### src/hdl/blda_pkg.sv
// Shared types and constants of the bonded link distributor.
// Used by every module of the block but blda_ram; depends on nothing.
package blda_pkg;

	localparam int unsigned LEN_W       = 32;  // message and piece lengths
	localparam int unsigned BYTES_W     = 64;  // per-link byte counters
	localparam int unsigned LINK_W      = 3;   // link index
	localparam int unsigned NUM_W       = 4;   // link counts
	localparam int unsigned MODE_W      = 2;
	localparam int unsigned CFG_IDX_W   = 2;
	localparam int unsigned CFG_DATA_W  = 32;
	localparam int unsigned RESULT_CAP  = 8;   // most pieces one message can make
	localparam int unsigned MAX_LINKS_DEF = 8;
	localparam int unsigned QUEUE_DEPTH = 2;

	localparam logic [LEN_W-1:0] THR_RESET        = LEN_W'(64 * 1024);
	localparam logic [NUM_W-1:0] LINK_COUNT_RESET = NUM_W'(1);

	// Divider: 8 quotient bits per cycle
	localparam int unsigned DIV_STEPS  = 8;
	localparam int unsigned DIV_ROUNDS = LEN_W / DIV_STEPS;
	localparam int unsigned DIV_CNT_W  = (DIV_ROUNDS > 1) ? $clog2(DIV_ROUNDS) : 1;

	typedef enum logic [MODE_W-1:0] {
		MODE_RR     = 2'd0,
		MODE_LL     = 2'd1,
		MODE_BCAST  = 2'd2,
		MODE_STRIPE = 2'd3
	} bond_mode_t;

	typedef enum logic [CFG_IDX_W-1:0] {
		CFG_BOND_MODE  = 2'd0,
		CFG_LINK_COUNT = 2'd1,
		CFG_STRIPE_THR = 2'd2
	} cfg_reg_t;

	typedef enum logic [1:0] {
		CMD_SINGLE = 2'd0,  // whole message on a link chosen up front
		CMD_LEAST  = 2'd1,  // whole message on the least loaded link
		CMD_BCAST  = 2'd2,  // whole message on every link
		CMD_STRIPE = 2'd3   // message split across every link
	} cmd_kind_t;

	typedef struct packed {
		cmd_kind_t         kind;
		logic [LEN_W-1:0]  len;
		logic [NUM_W-1:0]  n;
		logic [LINK_W-1:0] link;
	} cmd_t;

	typedef struct packed {
		logic [LINK_W-1:0]  link;
		logic [LEN_W-1:0]   piece_len;
		logic               is_stripe;
		logic [LINK_W-1:0]  stripe_index;
		logic [NUM_W-1:0]   stripe_total;
		logic [BYTES_W-1:0] link_bytes;
		logic               last;
	} result_t;

	typedef enum logic [1:0] {
		BK_IDLE = 2'd0,
		BK_DIV  = 2'd1,
		BK_SCAN = 2'd2,
		BK_EMIT = 2'd3
	} back_state_t;

endpackage

### src/hdl/blda_ram.sv
// Generic single-write, single-read RAM with registered read data.
// Stand-alone; no package needed.
module blda_ram #(
	parameter int unsigned WIDTH = 64,
	parameter int unsigned DEPTH = 8,
	parameter int unsigned ADDR_W = (DEPTH > 1) ? $clog2(DEPTH) : 1
) (
	input  logic              clk,
	input  logic              we,
	input  logic [ADDR_W-1:0] waddr,
	input  logic [WIDTH-1:0]  wdata,
	input  logic              re,
	input  logic [ADDR_W-1:0] raddr,
	output logic [WIDTH-1:0]  rdata
);

	logic [WIDTH-1:0] mem_q [DEPTH];

	always_ff @(posedge clk) begin
		if (we) begin
			mem_q[waddr] <= wdata;
		end
		if (re) begin
			rdata <= mem_q[raddr];
		end
	end

endmodule

### src/hdl/blda_queue.sv
// Short command queue between the front and the back of the distributor.
// Depends on blda_pkg for the command type.
module blda_queue
	import blda_pkg::*;
#(
	parameter int unsigned DEPTH = QUEUE_DEPTH
) (
	input  logic clk,
	input  logic arst_n,
	input  logic push,
	input  cmd_t push_cmd,
	output logic full,
	input  logic pop,
	output logic empty,
	output cmd_t pop_cmd
);

	localparam int unsigned PTR_W = (DEPTH > 1) ? $clog2(DEPTH) : 1;
	localparam int unsigned CNT_W = $clog2(DEPTH + 1);
	localparam logic [PTR_W-1:0] PTR_LAST = PTR_W'(DEPTH - 1);

	cmd_t             ent_q [DEPTH];
	logic [PTR_W-1:0] wr_ptr_q;
	logic [PTR_W-1:0] rd_ptr_q;
	logic [CNT_W-1:0] count_q;

	assign full    = (count_q == CNT_W'(DEPTH));
	assign empty   = (count_q == '0);
	assign pop_cmd = ent_q[rd_ptr_q];

	always_ff @(posedge clk or negedge arst_n) begin
		if (!arst_n) begin
			wr_ptr_q <= '0;
			rd_ptr_q <= '0;
			count_q  <= '0;
		end else begin
			if (push) begin
				wr_ptr_q <= (wr_ptr_q == PTR_LAST) ? '0 : wr_ptr_q + PTR_W'(1);
			end
			if (pop) begin
				rd_ptr_q <= (rd_ptr_q == PTR_LAST) ? '0 : rd_ptr_q + PTR_W'(1);
			end
			if (push && !pop) begin
				count_q <= count_q + CNT_W'(1);
			end else if (pop && !push) begin
				count_q <= count_q - CNT_W'(1);
			end
		end
	end

	always_ff @(posedge clk) begin
		if (push) begin
			ent_q[wr_ptr_q] <= push_cmd;
		end
	end

endmodule

### src/hdl/blda_front.sv
// Front of the distributor: configuration registers, message intake,
// classification and the round-robin pointer. Depends on blda_pkg.
module blda_front
	import blda_pkg::*;
#(
	parameter int unsigned LINK_CAP = MAX_LINKS_DEF
) (
	input  logic                  clk,
	input  logic                  arst_n,
	input  logic                  cfg_we,
	input  logic [CFG_IDX_W-1:0]  cfg_index,
	input  logic [CFG_DATA_W-1:0] cfg_data,
	input  logic                  in_valid,
	output logic                  in_ready,
	input  logic [LEN_W-1:0]      msg_len,
	input  logic                  q_full,
	output logic                  push,
	output cmd_t                  push_cmd
);

	localparam logic [NUM_W-1:0] CAP_N = NUM_W'(LINK_CAP);

	bond_mode_t        bond_mode_q;
	logic [NUM_W-1:0]  link_count_q;
	logic [LEN_W-1:0]  thr_q;
	logic [LINK_W-1:0] rr_ptr_q;

	logic [NUM_W-1:0]  eff_n;
	logic [LINK_W-1:0] rr_link;
	logic [NUM_W-1:0]  rr_next;
	logic              take_rr;

	assign in_ready = !q_full;
	assign push     = in_valid && in_ready;

	always_comb begin
		// clamp the link count to the usable range
		if (link_count_q == '0) begin
			eff_n = NUM_W'(1);
		end else if (link_count_q > CAP_N) begin
			eff_n = CAP_N;
		end else begin
			eff_n = link_count_q;
		end

		// a stale pointer falls back to link 0
		rr_link = ({1'b0, rr_ptr_q} < eff_n) ? rr_ptr_q : '0;
		rr_next = {1'b0, rr_link} + NUM_W'(1);
		if (rr_next >= eff_n) begin
			rr_next = '0;
		end

		push_cmd.len  = msg_len;
		push_cmd.n    = eff_n;
		push_cmd.link = rr_link;
		take_rr       = 1'b0;
		case (bond_mode_q)
			MODE_BCAST: begin
				push_cmd.kind = CMD_BCAST;
			end
			MODE_LL: begin
				push_cmd.kind = CMD_LEAST;
			end
			MODE_STRIPE: begin
				if (msg_len > thr_q && eff_n > NUM_W'(1)) begin
					push_cmd.kind = CMD_STRIPE;
				end else begin
					push_cmd.kind = CMD_SINGLE;
					take_rr       = 1'b1;
				end
			end
			default: begin
				push_cmd.kind = CMD_SINGLE;
				take_rr       = 1'b1;
			end
		endcase
	end

	always_ff @(posedge clk or negedge arst_n) begin
		if (!arst_n) begin
			bond_mode_q  <= MODE_RR;
			link_count_q <= LINK_COUNT_RESET;
			thr_q        <= THR_RESET;
			rr_ptr_q     <= '0;
		end else begin
			if (cfg_we) begin
				case (cfg_index)
					CFG_BOND_MODE:  bond_mode_q  <= bond_mode_t'(cfg_data[MODE_W-1:0]);
					CFG_LINK_COUNT: link_count_q <= cfg_data[NUM_W-1:0];
					CFG_STRIPE_THR: thr_q        <= cfg_data[LEN_W-1:0];
					default: ;
				endcase
			end
			if (push && take_rr) begin
				rr_ptr_q <= rr_next[LINK_W-1:0];
			end
		end
	end

endmodule

### src/hdl/blda_back.sv
// Back of the distributor: stripe divider, least-loaded scan, counter
// update and result register. Depends on blda_pkg and blda_ram.
module blda_back
	import blda_pkg::*;
#(
	parameter int unsigned LINK_CAP = MAX_LINKS_DEF
) (
	input  logic    clk,
	input  logic    arst_n,
	input  logic    q_empty,
	output logic    q_pop,
	input  cmd_t    q_cmd,
	output logic    out_valid,
	input  logic    out_ready,
	output result_t res
);

	localparam int unsigned ADDR_W = (LINK_CAP > 1) ? $clog2(LINK_CAP) : 1;

	back_state_t        state_q, state_d;
	cmd_t               cmd_q, cmd_d;
	logic [LINK_W-1:0]  idx_q, idx_d;
	logic               rd_ok_q, rd_ok_d;
	logic               rdv_q;
	logic [LINK_CAP-1:0] valid_q;
	logic [NUM_W-1:0]   scan_cnt_q, scan_cnt_d;
	logic               got_q, got_d;
	logic [BYTES_W-1:0] best_q, best_d;
	logic [LINK_W-1:0]  best_idx_q, best_idx_d;
	logic [LINK_W-1:0]  sel_link_q, sel_link_d;
	logic [DIV_CNT_W-1:0] div_cnt_q, div_cnt_d;
	logic [LEN_W-1:0]   w_q, w_d;
	logic [NUM_W-1:0]   r_q, r_d;
	logic               out_valid_q;
	result_t            res_q, res_d;
	logic               out_load;

	logic               ram_we;
	logic [ADDR_W-1:0]  ram_waddr;
	logic [BYTES_W-1:0] ram_wdata;
	logic               ram_re;
	logic [ADDR_W-1:0]  ram_raddr;
	logic [BYTES_W-1:0] ram_rdata;

	logic [BYTES_W-1:0] cur_cnt;
	logic [BYTES_W-1:0] new_cnt;
	logic               multi;
	logic               is_str;
	logic [LINK_W-1:0]  emit_link;
	logic [LINK_W-1:0]  idx_inc;
	logic               last_piece;
	logic [LEN_W-1:0]   piece;
	logic               out_free;
	logic [LINK_W-1:0]  proc_idx;
	logic               take;
	logic [BYTES_W-1:0] best_nx;
	logic [LINK_W-1:0]  best_idx_nx;
	logic [LEN_W-1:0]   div_w;
	logic [NUM_W-1:0]   div_r;

	blda_ram #(
		.WIDTH (BYTES_W),
		.DEPTH (LINK_CAP)
	) u_cnt_ram (
		.clk   (clk),
		.we    (ram_we),
		.waddr (ram_waddr),
		.wdata (ram_wdata),
		.re    (ram_re),
		.raddr (ram_raddr),
		.rdata (ram_rdata)
	);

	assign out_valid = out_valid_q;
	assign res       = res_q;

	// counter of a never-written link reads as zero
	assign cur_cnt    = rdv_q ? ram_rdata : '0;
	assign multi      = (cmd_q.kind == CMD_BCAST) || (cmd_q.kind == CMD_STRIPE);
	assign is_str     = (cmd_q.kind == CMD_STRIPE);
	assign emit_link  = multi ? idx_q : sel_link_q;
	assign idx_inc    = idx_q + LINK_W'(1);
	assign last_piece = !multi || ({1'b0, idx_q} == cmd_q.n - NUM_W'(1));
	// last stripe takes the remainder: len - part*(n-1) = part + rem
	assign piece      = is_str ? (last_piece ? w_q + LEN_W'(r_q) : w_q) : cmd_q.len;
	assign new_cnt    = cur_cnt + BYTES_W'(piece);
	assign out_free   = !out_valid_q || out_ready;

	// scan compare: strict less-than keeps the lowest index on a tie
	assign proc_idx    = LINK_W'(scan_cnt_q - NUM_W'(1));
	assign take        = got_q && ((proc_idx == '0) || (cur_cnt < best_q));
	assign best_nx     = take ? cur_cnt : best_q;
	assign best_idx_nx = take ? proc_idx : best_idx_q;

	// restoring divide by the link count, DIV_STEPS quotient bits per cycle
	always_comb begin
		logic [NUM_W:0] t;
		logic           qbit;
		div_w = w_q;
		div_r = r_q;
		for (int k = 0; k < DIV_STEPS; k++) begin
			t = {div_r, div_w[LEN_W-1]};
			if (t >= {1'b0, cmd_q.n}) begin
				t    = t - {1'b0, cmd_q.n};
				qbit = 1'b1;
			end else begin
				qbit = 1'b0;
			end
			div_r = t[NUM_W-1:0];
			div_w = {div_w[LEN_W-2:0], qbit};
		end
	end

	always_comb begin
		state_d    = state_q;
		cmd_d      = cmd_q;
		idx_d      = idx_q;
		rd_ok_d    = rd_ok_q;
		scan_cnt_d = scan_cnt_q;
		got_d      = got_q;
		best_d     = best_q;
		best_idx_d = best_idx_q;
		sel_link_d = sel_link_q;
		div_cnt_d  = div_cnt_q;
		w_d        = w_q;
		r_d        = r_q;
		q_pop      = 1'b0;
		out_load   = 1'b0;
		ram_we     = 1'b0;
		ram_waddr  = emit_link[ADDR_W-1:0];
		ram_wdata  = new_cnt;
		ram_re     = 1'b0;
		ram_raddr  = emit_link[ADDR_W-1:0];

		res_d.link         = emit_link;
		res_d.piece_len    = piece;
		res_d.is_stripe    = is_str;
		res_d.stripe_index = is_str ? idx_q : '0;
		res_d.stripe_total = is_str ? cmd_q.n : '0;
		res_d.link_bytes   = new_cnt;
		res_d.last         = last_piece;

		case (state_q)
			BK_IDLE: begin
				if (!q_empty) begin
					q_pop      = 1'b1;
					cmd_d      = q_cmd;
					idx_d      = '0;
					rd_ok_d    = 1'b0;
					sel_link_d = q_cmd.link;
					case (q_cmd.kind)
						CMD_STRIPE: begin
							state_d   = BK_DIV;
							w_d       = q_cmd.len;
							r_d       = '0;
							div_cnt_d = '0;
						end
						CMD_LEAST: begin
							state_d    = BK_SCAN;
							scan_cnt_d = '0;
							got_d      = 1'b0;
						end
						default: begin
							state_d = BK_EMIT;
						end
					endcase
				end
			end
			BK_DIV: begin
				w_d       = div_w;
				r_d       = div_r;
				div_cnt_d = div_cnt_q + DIV_CNT_W'(1);
				if (div_cnt_q == DIV_CNT_W'(DIV_ROUNDS - 1)) begin
					state_d = BK_EMIT;
				end
			end
			BK_SCAN: begin
				best_d     = best_nx;
				best_idx_d = best_idx_nx;
				if (scan_cnt_q < cmd_q.n) begin
					ram_re     = 1'b1;
					ram_raddr  = scan_cnt_q[ADDR_W-1:0];
					scan_cnt_d = scan_cnt_q + NUM_W'(1);
					got_d      = 1'b1;
				end else begin
					got_d      = 1'b0;
					sel_link_d = best_idx_nx;
					state_d    = BK_EMIT;
				end
			end
			BK_EMIT: begin
				if (!rd_ok_q) begin
					ram_re  = 1'b1;
					rd_ok_d = 1'b1;
				end else if (out_free) begin
					ram_we   = 1'b1;
					out_load = 1'b1;
					if (last_piece) begin
						rd_ok_d = 1'b0;
						state_d = BK_IDLE;
					end else begin
						// fetch the next link's counter while this beat goes out
						idx_d     = idx_inc;
						ram_re    = 1'b1;
						ram_raddr = idx_inc[ADDR_W-1:0];
					end
				end
			end
			default: begin
				state_d = BK_IDLE;
			end
		endcase
	end

	always_ff @(posedge clk or negedge arst_n) begin
		if (!arst_n) begin
			state_q     <= BK_IDLE;
			rd_ok_q     <= 1'b0;
			got_q       <= 1'b0;
			valid_q     <= '0;
			rdv_q       <= 1'b0;
			out_valid_q <= 1'b0;
			scan_cnt_q  <= '0;
			idx_q       <= '0;
			div_cnt_q   <= '0;
		end else begin
			state_q    <= state_d;
			rd_ok_q    <= rd_ok_d;
			got_q      <= got_d;
			scan_cnt_q <= scan_cnt_d;
			idx_q      <= idx_d;
			div_cnt_q  <= div_cnt_d;
			if (ram_we) begin
				valid_q[ram_waddr] <= 1'b1;
			end
			if (ram_re) begin
				rdv_q <= valid_q[ram_raddr];
			end
			if (out_load) begin
				out_valid_q <= 1'b1;
			end else if (out_ready) begin
				out_valid_q <= 1'b0;
			end
		end
	end

	always_ff @(posedge clk) begin
		cmd_q      <= cmd_d;
		best_q     <= best_d;
		best_idx_q <= best_idx_d;
		sel_link_q <= sel_link_d;
		w_q        <= w_d;
		r_q        <= r_d;
		if (out_load) begin
			res_q <= res_d;
		end
	end

endmodule

### src/hdl/bonded_link_distributor.sv
// Top level of the bonded link distributor: front, command queue and back.
// Depends on blda_pkg, blda_front, blda_queue, blda_back and blda_ram.
//
//  channel   signals                             direction  beat taken when
//  --------  ----------------------------------  ---------  --------------------
//  config    cfg_we, cfg_index, cfg_data         in         cfg_we high
//  message   in_valid/in_ready, msg_len          in         in_valid & in_ready
//  piece     out_valid/out_ready, link .. last   out        out_valid & out_ready
//
// Steps: the back pulls a command from the queue, reads the first link
// counter, then drives the output beats (one beat for round-robin and
// least-loaded, one per active link for broadcast and stripe).
// Least-loaded first scans the link counters; striped first runs the divider.
// The counter RAM has a single read port: one counter read a cycle.
// Reset restores the register defaults, zeroes the round-robin pointer, marks
// every link counter as zero through valid bits and empties the queue.
// out_ready low stalls only the back; the front keeps taking messages until
// the two-entry queue fills.
module bonded_link_distributor
	import blda_pkg::*;
#(
	parameter int unsigned MAX_LINKS = MAX_LINKS_DEF
) (
	input  logic                  clk,
	input  logic                  arst_n,
	input  logic                  cfg_we,
	input  logic [CFG_IDX_W-1:0]  cfg_index,
	input  logic [CFG_DATA_W-1:0] cfg_data,
	input  logic                  in_valid,
	output logic                  in_ready,
	input  logic [LEN_W-1:0]      msg_len,
	output logic                  out_valid,
	input  logic                  out_ready,
	output logic [LINK_W-1:0]     link,
	output logic [LEN_W-1:0]      piece_len,
	output logic                  is_stripe,
	output logic [LINK_W-1:0]     stripe_index,
	output logic [NUM_W-1:0]      stripe_total,
	output logic [BYTES_W-1:0]    link_bytes,
	output logic                  last
);

	// links actually usable: no message makes more pieces than RESULT_CAP
	localparam int unsigned LINK_CAP = (MAX_LINKS < RESULT_CAP) ? MAX_LINKS : RESULT_CAP;

	logic    push;
	cmd_t    push_cmd;
	logic    q_full;
	logic    q_empty;
	logic    q_pop;
	cmd_t    q_cmd;
	result_t res;

	// Front: hold config, classify each message, advance the pointer
	blda_front #(
		.LINK_CAP (LINK_CAP)
	) u_front (
		.clk       (clk),
		.arst_n    (arst_n),
		.cfg_we    (cfg_we),
		.cfg_index (cfg_index),
		.cfg_data  (cfg_data),
		.in_valid  (in_valid),
		.in_ready  (in_ready),
		.msg_len   (msg_len),
		.q_full    (q_full),
		.push      (push),
		.push_cmd  (push_cmd)
	);

	// Decouple intake from piece generation
	blda_queue #(
		.DEPTH (QUEUE_DEPTH)
	) u_queue (
		.clk      (clk),
		.arst_n   (arst_n),
		.push     (push),
		.push_cmd (push_cmd),
		.full     (q_full),
		.pop      (q_pop),
		.empty    (q_empty),
		.pop_cmd  (q_cmd)
	);

	// Back: split, scan, update counters and drive result beats
	blda_back #(
		.LINK_CAP (LINK_CAP)
	) u_back (
		.clk       (clk),
		.arst_n    (arst_n),
		.q_empty   (q_empty),
		.q_pop     (q_pop),
		.q_cmd     (q_cmd),
		.out_valid (out_valid),
		.out_ready (out_ready),
		.res       (res)
	);

	assign link         = res.link;
	assign piece_len    = res.piece_len;
	assign is_stripe    = res.is_stripe;
	assign stripe_index = res.stripe_index;
	assign stripe_total = res.stripe_total;
	assign link_bytes   = res.link_bytes;
	assign last         = res.last;

	// A stripe number always lies inside its message
	a_stripe_index_range: assert property (@(posedge clk) disable iff (!arst_n)
		out_valid && is_stripe |-> ({1'b0, stripe_index} < stripe_total))
		else $error("stripe index not below stripe total");

	// Striping needs at least two links
	a_stripe_total_min: assert property (@(posedge clk) disable iff (!arst_n)
		out_valid && is_stripe |-> (stripe_total > NUM_W'(1)))
		else $error("stripe total below two");

	// Whole-message pieces carry no stripe numbering
	a_plain_fields: assert property (@(posedge clk) disable iff (!arst_n)
		out_valid && !is_stripe |-> (stripe_index == '0) && (stripe_total == '0))
		else $error("stripe fields set on a plain piece");

	// The last stripe closes the message
	a_stripe_last: assert property (@(posedge clk) disable iff (!arst_n)
		out_valid && is_stripe |->
			(last == ({1'b0, stripe_index} == stripe_total - NUM_W'(1))))
		else $error("last flag does not match final stripe");

endmodule
### config.mk
export PLATFORM = sky130hd
export DESIGN_NAME = bonded_link_distributor
export DESIGN_NICKNAME = d
export VERILOG_FILES = /design/src/hdl/blda_pkg.sv /design/src/hdl/blda_ram.sv /design/src/hdl/blda_queue.sv /design/src/hdl/blda_front.sv /design/src/hdl/blda_back.sv /design/src/hdl/bonded_link_distributor.sv
export SDC_FILE = /design/constraint.sdc
export NUM_CORES = 2
export LEC_CHECK = 0
export BUFFER_PORTS_ARGS = -buffer_cell sky130_fd_sc_hd__buf_4
export CELL_PAD_IN_SITES_DETAIL_PLACEMENT = 2
export CELL_PAD_IN_SITES_GLOBAL_PLACEMENT = 2
export CORE_MARGIN = 5
export CORE_UTILIZATION = 25
export CTS_BUF_LIST = sky130_fd_sc_hd__clkbuf_4 sky130_fd_sc_hd__clkbuf_8
export DETAILED_ROUTE_END_ITERATION = 7
export PLACE_DENSITY_LB_ADDON = 0.1
export SLEW_MARGIN = 15
export SYNTH_ARGS = -nofsm -noshare
export SYNTH_HDL_FRONTEND = slang
export SYNTH_SLANG_ARGS = --single-unit
### constraint.sdc
create_clock -name clk -period 27.2 [get_ports clk]
set_input_delay 2.72 -clock clk [delete_from_list [all_inputs] [get_ports clk]]
set_output_delay 2.72 -clock clk [all_outputs]
set_load 0.05 [all_outputs]
==> qor.txt <==
status - complete, no violations
r2r setup slk - 12.82 ns
Fillers - 18800
Post-Syn Area - 44000 um^2
clk sinks - 978
worst-skew pair later-pin latency - 0.90 ns
via count - 28500
sink of the worst hold path - u_back.valid_q[7]
Worst R2R End - u_back.r_q[2]
Setup TNS Final - 0 ns
Seq/Total Area, Yosys - 65.9%
Iter 0 DRT Violations - 1346
H-tree depth - 4
DR DRC count - 0
Min-Delay Path Class - reg2reg
core area - 176000 um^2
Post-Route Skew - 0.0488 ns
crit path max fanout - 9
top cells by area, synth - edfxtp_1 62%, nand2_1 6.0%, ha_1 5.3%
vias per inst - 4.52
post-cts hold buffer count - 0
Initial Utilization - 25.1%
grt total ovfl - 0
routed length per instance - 22.6 um
Hold Path Stages - 1
Routed WL - 143000 um
first-pass GRT wire length - 213000 um
CTS tree - built
CP arrival - 15.07 ns
initial antenna violation count - 4
synth warn - 0
top-area cell type share of the netlist area - 62.1%
layout cell share with drive strength beyond 1 - 17.3%
CP max-delay cell - edfxtp_1
commonest non-fill, non-tap cells in the layout - 910 x edfxtp_1, 705 x nand2_1, 349 x nand3_1
RSZ-0062 raised after global routing - false
CP endpoint kind - flop
detailed placement HPWL - 88100 um
vias in the first global route - 32000
die height - 430 um
async set or reset register ratio after synthesis - 6.95%
post-synth top area cell - edfxtp_1
largest net degree at the start of global routing - 140
nets@finish - 4078
Die Span X - 430 um
final setup fails - 0
Initial DRT Pass Iterations - 5
r2r worst-path depth - 58
row count - 154
CP Data Required Time - 27.89 ns
cts bufs inserted - 187
synthesis-to-finish area growth - 18.1%
GPL Wtd Cong - 0.732
GRT Total Usage - 15.3%
synthesized instance count - 3540
die area - 185000 um^2
final number of hold-violating endpoints - 0
Relative slew margins - 26.1%
Pins Over Slew Limit - 0
post-CTS setup buffer count - 0
fin crit period - 14.38 ns
final antenna-violating net count - 0
Startpoint Class - flop
max-cap viol count - 0
Clock Path Buffers - 3
Tcrit/Tclk final - 52.9%
Critical R2R Launch - u_back.cmd_q[4]
upper clock frequency limit - 0.0695 GHz
syn nets - 3806
Reg clk slew, reported paths - 0.05 ns
#FFs+latches synth - 978
commonest non-fill, non-tap cell in the layout - edfxtp_1
Post-synth top flop - edfxtp_1
number of synthesized flops with an enable pin - 910
port bufs - 180
Mean Syn Cell Area - 12.4 um^2
Hold Crit Start - u_back.valid_q[7]
crit path kind - reg2reg
distinct cell type count after synthesis - 70
CP peak stage delay - 0.74 ns
PostCTS Resize Cnt - 0
clk root buf - clkbuf_8
IO Pins - 181
Slew @ Worst Pin - 1.10 ns
-- worst max path at each step --
stage,start,end,slack (ns),depth (start not counted)
2_1_floorplan,u_back.cmd_q[4],u_back.r_q[0],14.46,58
3_3_place_gp,u_back.cmd_q[4],u_back.r_q[2],12.87,58
3_5_place_dp,u_back.cmd_q[4],u_back.r_q[2],12.72,58
4_1_cts,u_back.cmd_q[4],u_back.r_q[2],12.69,58
5_1_grt,u_back.cmd_q[4],u_back.r_q[2],11.66,59
6_report,u_back.cmd_q[4],u_back.r_q[2],12.82,58
-- synthesized netlist by cell type, types with 5 or more instances --
cell type / number
edfxtp_1: 910
or2_2: 12
mux2i_1: 23
xnor2_1: 58
o21a_1: 15
dfrtp_1: 66
nand2b_1: 26
xor2_1: 55
a21boi_0: 7
nor3_1: 28
nor2_1: 93
inv_1: 165
a221oi_1: 5
nand4_1: 41
ha_1: 185
nand2_1: 707
fa_1: 10
or3_1: 6
nand3_1: 349
buf_1: 18
mux2_2: 112
and3_1: 19
o21bai_1: 8
o21ai_0: 159
o211ai_1: 9
a21o_1: 53
a21oi_1: 90
clkbuf_1: 130
and2_1: 78
nor2b_1: 29
a31oi_1: 8
-- stage by stage --
stage	area [um^2]	utilization [%]	instances	setup slack, ns	hold slack [ns]
finish	52000	29.6	6298	12.82	0.473
global route	52000	29.6	6298	11.66	0.485
CTS	52000	29.6	6295	12.69	0.470
detailed placement	48300	27.5	5963	12.72	0.457
global placement	48300	27.5	5963	12.87	0.451
floorplan	44000	-	3540	14.46	0.439
-- registers in the layout, indices dropped and copies added, names as in the netlist, 3 cells and up --
name,cells
u_back.u_cnt_ram.mem_q,512
u_back.res,108
u_queue.ent_q,82
u_back.best_q,64
u_back.u_cnt_ram.rdata,64
u_back.cmd_q,38
u_back.w_q,32
u_front.thr_q,32
u_back.valid_q,8
u_back.r_q,4
u_back.scan_cnt_q,4
u_front.link_count_q,4
u_back.best_idx_q,3
u_back.idx_q,3
u_back.sel_link_q,3
u_front.rr_ptr_q,3
-- cell families after synthesis --
kind of cell / after synthesis / share of synthesized area [%]
AOI/OAI and AO/OA: 393 / 5.45
buffers and inverters: 315 / 2.70
adders and majority gates: 195 / 5.71
DFF: 978 / 65.9
xor gates and xnor gates: 113 / 2.25
and+or+nand+nor: 1409 / 14.5
muxes: 137 / 3.46
-- final cells by class --
cell class	count	area, um^2	share of cell area (%)
Antenna cell	3	7.51	0.0144
Clock buffer	256	3150	6.05
Clock inverter	76	522	1.00
Inverter	166	623	1.20
Multi-Input combinational cell	2247	14000	26.9
Sequential cell	978	29000	55.8
Tap cell	2340	2930	5.63
Timing Repair Buffer	232	1780	3.42
-- critical path, delay by kind of cell (launching register included) --
family                   cells  cell delay (ns)
multiplexers                 5             1.96
AND/OR/NAND/NOR             13             2.39
AO/OA/AOI/OAI               26             6.25
buffers and inverters        6             0.57
adder cells (fa/ha/maj)      8             2.26
flip-flops                   1             0.74
-- routing by layer --
layer / up-vias / wire [um] / GRT usage [%]
met4: 0 / 2970 / 3.90
met2: 375 / 70400 / 26.7
met5: - / 0 / 0
li1: 13300 / - / -
met1: 14600 / 64900 / 19.7
met3: 194 / 4320 / 2.71
Power is not shown: default switching activity piles up to over one toggle a cycle in this logic, so the estimate is an artifact.
